`src/rtl/core/trapezoid_profile_generator_assert.svh`:
```
// Assertion macros for the trapezoid profile generator.
// Depends on nothing; included by the top level.
`ifndef TRAPEZOID_PROFILE_GENERATOR_ASSERT_SVH
`define TRAPEZOID_PROFILE_GENERATOR_ASSERT_SVH
`define TPG_ASSERT_IMP(lbl, a, c) \
  lbl: assert property (@(posedge clk) disable iff (!rst_n) (a) |-> (c)) \
    else $error("assertion failed");
`define TPG_ASSERT_NXT(lbl, a, c) \
  lbl: assert property (@(posedge clk) disable iff (!rst_n) (a) |=> (c)) \
    else $error("assertion failed");
`endif

```
`src/rtl/core/tpg_pkg.sv`:
```
// Package for the trapezoid profile generator: payload types, codes, helpers.
// Depends on nothing.
package tpg_pkg;
  localparam int FRAC_BITS = 16;
  localparam logic [24:0] FULL_TURN = 25'(360 << FRAC_BITS);
  localparam logic [24:0] HALF_TURN = 25'(180 << FRAC_BITS);
  localparam logic signed [63:0] SAT_BIG = 64'sd1 <<< 62;

  localparam logic KIND_LOAD = 1'b0;
  localparam logic KIND_TICK = 1'b1;

  localparam logic [1:0] REG_MAX_VEL = 2'd0;
  localparam logic [1:0] REG_MAX_ACC = 2'd1;
  localparam logic [1:0] REG_TICK    = 2'd2;

  typedef struct packed {
    logic        kind;
    logic [30:0] distance_goal;
    logic [30:0] speed_start;
    logic [30:0] speed_end;
    logic [24:0] heading_begin;
    logic [24:0] heading_finish;
    logic        go_backward;
  } in_item_t;

  typedef struct packed {
    logic signed [31:0] position;
    logic signed [31:0] velocity;
    logic signed [31:0] acceleration;
    logic [24:0]        heading_out;
    logic               last;
  } out_item_t;

  typedef enum logic [1:0] {
    UOP_MUL,
    UOP_DIV,
    UOP_SQRT
  } uop_t;

  typedef struct packed {
    logic               start;
    uop_t               op;
    logic signed [63:0] a;
    logic signed [63:0] b;
  } unit_req_t;

  typedef enum logic [5:0] {
    S_IDLE,
    S_L_SQ0, S_L_SQ1, S_L_SQ2, S_L_SQRT, S_L_VP,
    S_L_TUP, S_L_XUP, S_L_TDN, S_L_XDN, S_L_TCR, S_L_DONE,
    S_T_V, S_T_A, S_T_X, S_T_H0, S_T_H1, S_T_OUT,
    S_OUT
  } state_t;

  function automatic logic signed [63:0] sat32(input logic signed [63:0] a);
    if (a > 64'sd2147483647) return 64'sd2147483647;
    if (a < -64'sd2147483648) return -64'sd2147483648;
    return a;
  endfunction

  function automatic logic [24:0] wrap_in(input logic [24:0] h);
    return (h >= FULL_TURN) ? h - FULL_TURN : h;
  endfunction
endpackage

```
`src/rtl/core/tpg_arith.sv`:
```
// Shared arithmetic unit: saturating Q multiply (multi-cycle partial
// products), restoring divide and bit-pair square root. Depends on tpg_pkg.
module tpg_arith (
  input  logic                        clk,
  input  logic                        rst_n,
  input  tpg_pkg::unit_req_t          req,
  output logic                        done,
  output logic signed [63:0]          res
);
  import tpg_pkg::*;

  logic               busy_r, busy_nxt;
  uop_t               op_r, op_nxt;
  logic [6:0]         cnt_r, cnt_nxt;
  logic [63:0]        x_r, x_nxt;
  logic [63:0]        y_r, y_nxt;
  logic [127:0]       acc_r, acc_nxt;
  logic [63:0]        q_r, q_nxt;
  logic               neg_r, neg_nxt;
  logic               done_r, done_nxt;
  logic signed [63:0] res_r, res_nxt;

  logic [63:0] ua, ub, un;
  logic [31:0] xs;
  logic [15:0] ys;
  logic [6:0]  msh;
  logic [47:0] pp;
  logic [64:0] trial;
  logic [63:0] sqb, sqt, mres;

  always_comb begin
    ua = req.a[63] ? 64'(-req.a) : 64'(req.a);
    ub = req.b[63] ? 64'(-req.b) : 64'(req.b);
    un = (ua > (64'd1 << 38)) ? (64'd1 << 38) : ua;
    busy_nxt = busy_r;
    op_nxt = op_r;
    cnt_nxt = cnt_r;
    x_nxt = x_r;
    y_nxt = y_r;
    acc_nxt = acc_r;
    q_nxt = q_r;
    neg_nxt = neg_r;
    done_nxt = 1'b0;
    res_nxt = res_r;
    xs = cnt_r[2] ? x_r[63:32] : x_r[31:0];
    ys = y_r[{cnt_r[1:0], 4'd0} +: 16];
    msh = 7'({cnt_r[2], 5'd0}) + 7'({cnt_r[1:0], 4'd0});
    pp = xs * ys;
    trial = 65'(acc_r[63:0]) - 65'(y_r);
    sqb = 64'd1 << {cnt_r[5:0], 1'b0};
    sqt = q_r + sqb;
    mres = 64'(acc_r >> FRAC_BITS);
    if (req.start) begin
      busy_nxt = 1'b1;
      op_nxt = req.op;
      neg_nxt = req.a[63] ^ req.b[63];
      acc_nxt = '0;
      q_nxt = '0;
      unique case (req.op)
        UOP_MUL: begin
          x_nxt = ua;
          y_nxt = ub;
          cnt_nxt = 7'd0;
        end
        UOP_DIV: begin
          x_nxt = un << FRAC_BITS;
          y_nxt = ub;
          cnt_nxt = 7'd63;
        end
        default: begin
          x_nxt = 64'(req.a);
          y_nxt = '0;
          neg_nxt = 1'b0;
          cnt_nxt = 7'd31;
        end
      endcase
    end else if (busy_r) begin
      unique case (op_r)
        UOP_MUL: begin
          if (cnt_r[3]) begin
            busy_nxt = 1'b0;
            done_nxt = 1'b1;
            if (acc_r[127:64] != 64'd0 || mres > 64'(SAT_BIG))
              res_nxt = neg_r ? -SAT_BIG : SAT_BIG;
            else
              res_nxt = neg_r ? -$signed(mres) : $signed(mres);
          end else begin
            acc_nxt = acc_r + (128'(pp) << msh);
            cnt_nxt = cnt_r + 7'd1;
          end
        end
        UOP_DIV: begin
          if (y_r == 64'd0) begin
            busy_nxt = 1'b0;
            done_nxt = 1'b1;
            res_nxt = '0;
          end else begin
            acc_nxt[63:0] = {acc_r[62:0], x_r[cnt_r[5:0]]};
            trial = 65'({acc_r[62:0], x_r[cnt_r[5:0]]}) - 65'(y_r);
            q_nxt = {q_r[62:0], ~trial[64]};
            if (!trial[64]) acc_nxt[63:0] = trial[63:0];
            cnt_nxt = cnt_r - 7'd1;
            if (cnt_r == 7'd0) begin
              busy_nxt = 1'b0;
              done_nxt = 1'b1;
              res_nxt = neg_r ? -$signed({q_nxt}) : $signed(q_nxt);
            end
          end
        end
        default: begin
          if (x_r >= sqt) begin
            x_nxt = x_r - sqt;
            q_nxt = (q_r >> 1) + sqb;
          end else begin
            q_nxt = q_r >> 1;
          end
          cnt_nxt = cnt_r - 7'd1;
          if (cnt_r == 7'd0) begin
            busy_nxt = 1'b0;
            done_nxt = 1'b1;
            res_nxt = $signed(q_nxt);
          end
        end
      endcase
    end
  end

  always_ff @(posedge clk) begin
    if (!rst_n) begin
      busy_r <= 1'b0;
      done_r <= 1'b0;
      op_r <= UOP_MUL;
      cnt_r <= '0;
    end else begin
      busy_r <= busy_nxt;
      done_r <= done_nxt;
      op_r <= op_nxt;
      cnt_r <= cnt_nxt;
    end
    x_r <= x_nxt;
    y_r <= y_nxt;
    acc_r <= acc_nxt;
    q_r <= q_nxt;
    neg_r <= neg_nxt;
    res_r <= res_nxt;
  end

  assign done = done_r;
  assign res = res_r;
endmodule

```
`config.mk`:
```
export PLATFORM = sky130hd
export DESIGN_NAME = tpg_arith
export DESIGN_NICKNAME = d
export VERILOG_FILES = /design/src/rtl/core/trapezoid_profile_generator_assert.svh /design/src/rtl/core/tpg_pkg.sv /design/src/rtl/core/tpg_arith.sv
export SDC_FILE = /design/constraint.sdc
export NUM_CORES = 2
export LEC_CHECK = 0
export ABC_AREA = 0
export BUFFER_PORTS_ARGS = -buffer_cell sky130_fd_sc_hd__buf_4
export CAP_MARGIN = 15
export CELL_PAD_IN_SITES_DETAIL_PLACEMENT = 0
export CELL_PAD_IN_SITES_GLOBAL_PLACEMENT = 2
export CORE_ASPECT_RATIO = 0.9
export CORE_UTILIZATION = 42
export DETAILED_ROUTE_END_ITERATION = 10
export HOLD_SLACK_MARGIN = 0.08
export PLACE_DENSITY = 0.95
export SETUP_SLACK_MARGIN = 0.5
export SYNTH_ARGS = -nofsm -noshare
export SYNTH_HDL_FRONTEND = slang
export SYNTH_SLANG_ARGS = --single-unit
```
`constraint.sdc`:
```
create_clock -name clk -period 27.8 [get_ports clk]
set_input_delay 0 -clock clk [delete_from_list [all_inputs] [get_ports clk]]
set_output_delay 0 -clock clk [all_outputs]
set_load 0.01 [all_outputs]
```
==> flow_summary.toml <==
[run_status]
status = "completed"

[grt]
grt_pass1_wl_um = 414000
grt_use_total_pct = 36.0
pin_count_of_the_biggest_net_entering_global_routing = 81
grt_antenna_before_repair = 14
first_global_vias = 61723
grt_overflow_total = 0

[logic_synthesis]
yosys_cell_types = 88
synth_warnings = 0
synthesis.area_um2 = 63300
number_of_nets_in_the_synthesized_netlist = 9344
yosysSeqAreaShare_pct = 15.6
postSynthCellCount = 8334
dominantRegCellSynth = "dfxtp_1"
synth-seq-cells = 396
async_flop_share_pct = 0
synth_enable_flop_cells = 193
post_synth.cell_area_avg_um2 = 7.59

[drt]
antenna_left = 0
dr_iter_0_viols = 8104
drc_errors = 0
drt_wl_total_um = 279000
firstDrtPassIters = 6
detailed_route_wire_length_per_cell_um = 26.8
vias_per_cell = 6.25
num_vias = 65130

[floorplanning]
floorplan.core_area_um2 = 149000
count_of_standard_cell_rows = 134
floorplan.die_area_um2 = 152000
start_util_pct = 42.5
dieWidth_um = 411
die_h_um = 370
io_pins = 198

[worst_setup_path]
timing.critical_path.buf_inv = 9
critPathArrivalTime_ns = 14.61
worstSetupEndpointType = "flip-flop"
critical-path-top-delay-family = "compound AO/OA/AOI/OAI gates"
slowest_delay_ns = 0.91
critical_path_required_ns = 28.35
timing_worst_setup_path_type = "flip-flop to flip-flop"
worst_setup_path_start_kind = "flip-flop"
critPathSlowestCell = "dfxtp_4"
worst-path-max-fanout = 76

[sta]
layout_worst_path_cycle_share_pct = 50.6
rsz0062_at_grt = "false"
finalMaxSlewViolations = 0
final_period_minus_worst_setup_slack_ns = 14.06
fin_tns_setup_ns = 0
max_freq_ghz = 0.0711
timing.max_slew.rel_slack_pct = 14.9
timing.final.ws_setup_ns = 13.74
report.final.hold_viol_count = 0
tightestPinTransition_ns = 1.26
final.setup_skew_ns = 0.0555
setup_violations_final = 0

[final_layout]
areaGrowthSynthToFinish_pct = 11.0
drive_above_1_share_pct = 7.22
nNetsFinal = 9408
n_fill_cell = 14827

[clock_tree]
tritoncts_clock_tree = "built"
cts.sink_count = 396
cts_buffers = 55
clkTransAtPathRegs_ns = 0.06
worstSkewPairLatency_ns = 0.71
clk_root_buffer_cell = "clkbuf_16"
clock_path_buffers = 3
cts_htree_levels = 2

[placement]
place_congestion = 1.04
port_buffers = 197
pre_cts_ws_ns = 14.01
detailedPlacementHpwl_um = 222000

[job]
drv.max_cap_violation_count = 0

[min_path]
hold_path.class = "input pin to flip-flop"
sequential cells by signal, summed over array words and instances (netlist names):
signal	cells
acc_r	128
busy_r	1
cnt_r	7
done	1
neg_r	1
op_r	2
q_r	64
res	64
x_r	64
y_r	64
repair_timing:
item	CTS	global route
hold endpoints to repair	182	0
hold buffers	200	0
resized for setup	0	0
setup buffers	0	0
layout by cell type, fill, tap and decap left out, drive strengths merged, types with 30 or more instances in the layout:
| master | instances |
|---|---|
| nand2 | 1106 |
| nor2 | 764 |
| inv | 675 |
| a21oi | 633 |
| o21ai | 539 |
| ha | 456 |
| fa | 421 |
| buf | 329 |
| xor2 | 324 |
| xnor2 | 274 |
| a21o | 206 |
| dfxtp | 203 |
| dlygate4sd3 | 200 |
| edfxtp | 193 |
| nor3 | 141 |
| nand4 | 138 |
| nand3 | 120 |
| and2 | 107 |
| a31oi | 106 |
| o31ai | 84 |
| o21bai | 81 |
| or3 | 79 |
| o211ai | 68 |
| clkbuf | 67 |
| nand2b | 66 |
| nor2b | 65 |
| mux2i | 65 |
| o21a | 63 |
| o221ai | 63 |
| nor4 | 63 |
| mux2 | 54 |
| and3 | 53 |
| a211oi | 47 |
| or4 | 47 |
| o41ai | 43 |
| o22ai | 39 |
| a221oi | 34 |
| a21boi | 31 |
| mux4 | 30 |
synthesized netlist by cell type, types with 25 or more instances:
cell type	number	share of area, %
nand2_1	1106	6.6
nor2_1	764	4.5
inv_1	667	4.0
a21oi_1	633	5.0
o21ai_0	529	4.2
clkbuf_1	478	2.8
ha_1	456	9.0
fa_1	421	13
xor2_1	324	4.5
xnor2_1	274	3.8
a21o_1	206	2.4
dfxtp_1	203	6.4
edfxtp_1	193	9.2
nor3_1	141	1.1
nand4_1	138	1.4
nand3_1	120	0.95
a31oi_1	106	1.0
and2_1	106	1.0
o31ai_1	83	0.99
o21bai_1	81	0.96
or3_1	75	0.74
o211ai_1	68	0.81
mux2i_1	65	1.0
nand2b_1	65	0.64
nor2b_1	65	0.64
nor4_1	63	0.62
o21a_1	63	0.75
o221ai_1	63	0.87
and3_1	53	0.52
a211oi_1	47	0.56
or4_1	44	0.52
o41ai_1	43	0.60
buf_1	42	0.25
mux2_2	40	0.71
o22ai_1	39	0.39
a221oi_1	34	0.47
a21boi_0	31	0.37
mux4_2	30	1.1
a311oi_1	29	0.40
or2_2	27	0.27
a211o_1	25	0.35
tightest hold or removal path, cell delays in order:
cell and delay, ns:
buf_6 0.20, nand2_1 0.09, o21ai_0 0.07, nand2_1 0.12, o21ai_0 0.10
metrics by stage:
| stage | instances | instance area [µm²] | utilization [%] | hold WS, ns |
|---|---|---|---|---|
| floorplan | 8334 | 63300 | - | 0.112 |
| global placement | 10111 | 66300 | 44.6 | 0.331 |
| detailed placement | 10113 | 66400 | 44.6 | 0.330 |
| CTS | 10416 | 70200 | 47.2 | 0.0863 |
| global route | 10416 | 70200 | 47.2 | 0.168 |
| finish | 10419 | 70200 | 47.2 | 0.0818 |
final timing paths:
path	to	startpoint	cells past startpoint	slack [ns]
max	acc_r[121]	cnt_r[0]	41	13.74
min	x_r[60]	req[129]	5	0.08
max reg2reg	acc_r[121]	cnt_r[0]	41	13.74
min reg2reg	acc_r[66]	acc_r[66]	2	0.47
per-layer routing:
metal  vias to the layer above  part of all wire [%]  wire (µm)  GRT usage, %
met3                       563                    11      29500          8.57
met1                     31833                    43     120000          50.3
li1                      29403                     -          -             -
met4                        20                   4.6      12900          14.7
met2                      3311                    42     117000          52.8
met5                         -                 0.044        124             0
final cells by class:
| cell class | count | area, µm² | share of cell area, % |
|---|---|---|---|
| well taps | 1972 | 2470 | 3.51 |
| inverters | 670 | 2520 | 3.58 |
| diodes | 3 | 7.51 | 0.0107 |
| clock buffers | 67 | 1480 | 2.11 |
| repair buffers | 529 | 4480 | 6.38 |
| flip-flops and latches | 396 | 9870 | 14.1 |
| multi-input cells | 6746 | 49000 | 69.8 |
| clock inverters | 36 | 375 | 0.535 |
logic make-up (layout without fill, tap and decap cells):
family	after synthesis	after routing	share of synthesized area (%)
AO/OA/AOI/OAI	2287	2287	23.1
buffers and inverters	1192	1302	7.08
AND/OR/NAND/NOR	2835	2835	20.5
XOR/XNOR	598	598	8.28
flip-flops	396	396	15.6
adder cells (fa/ha/maj)	877	877	22.3
other	0	3	0
multiplexers	149	149	3.06
Power is not shown: default switching activity piles up to over one toggle a cycle in this logic, so the estimate is an artifact.
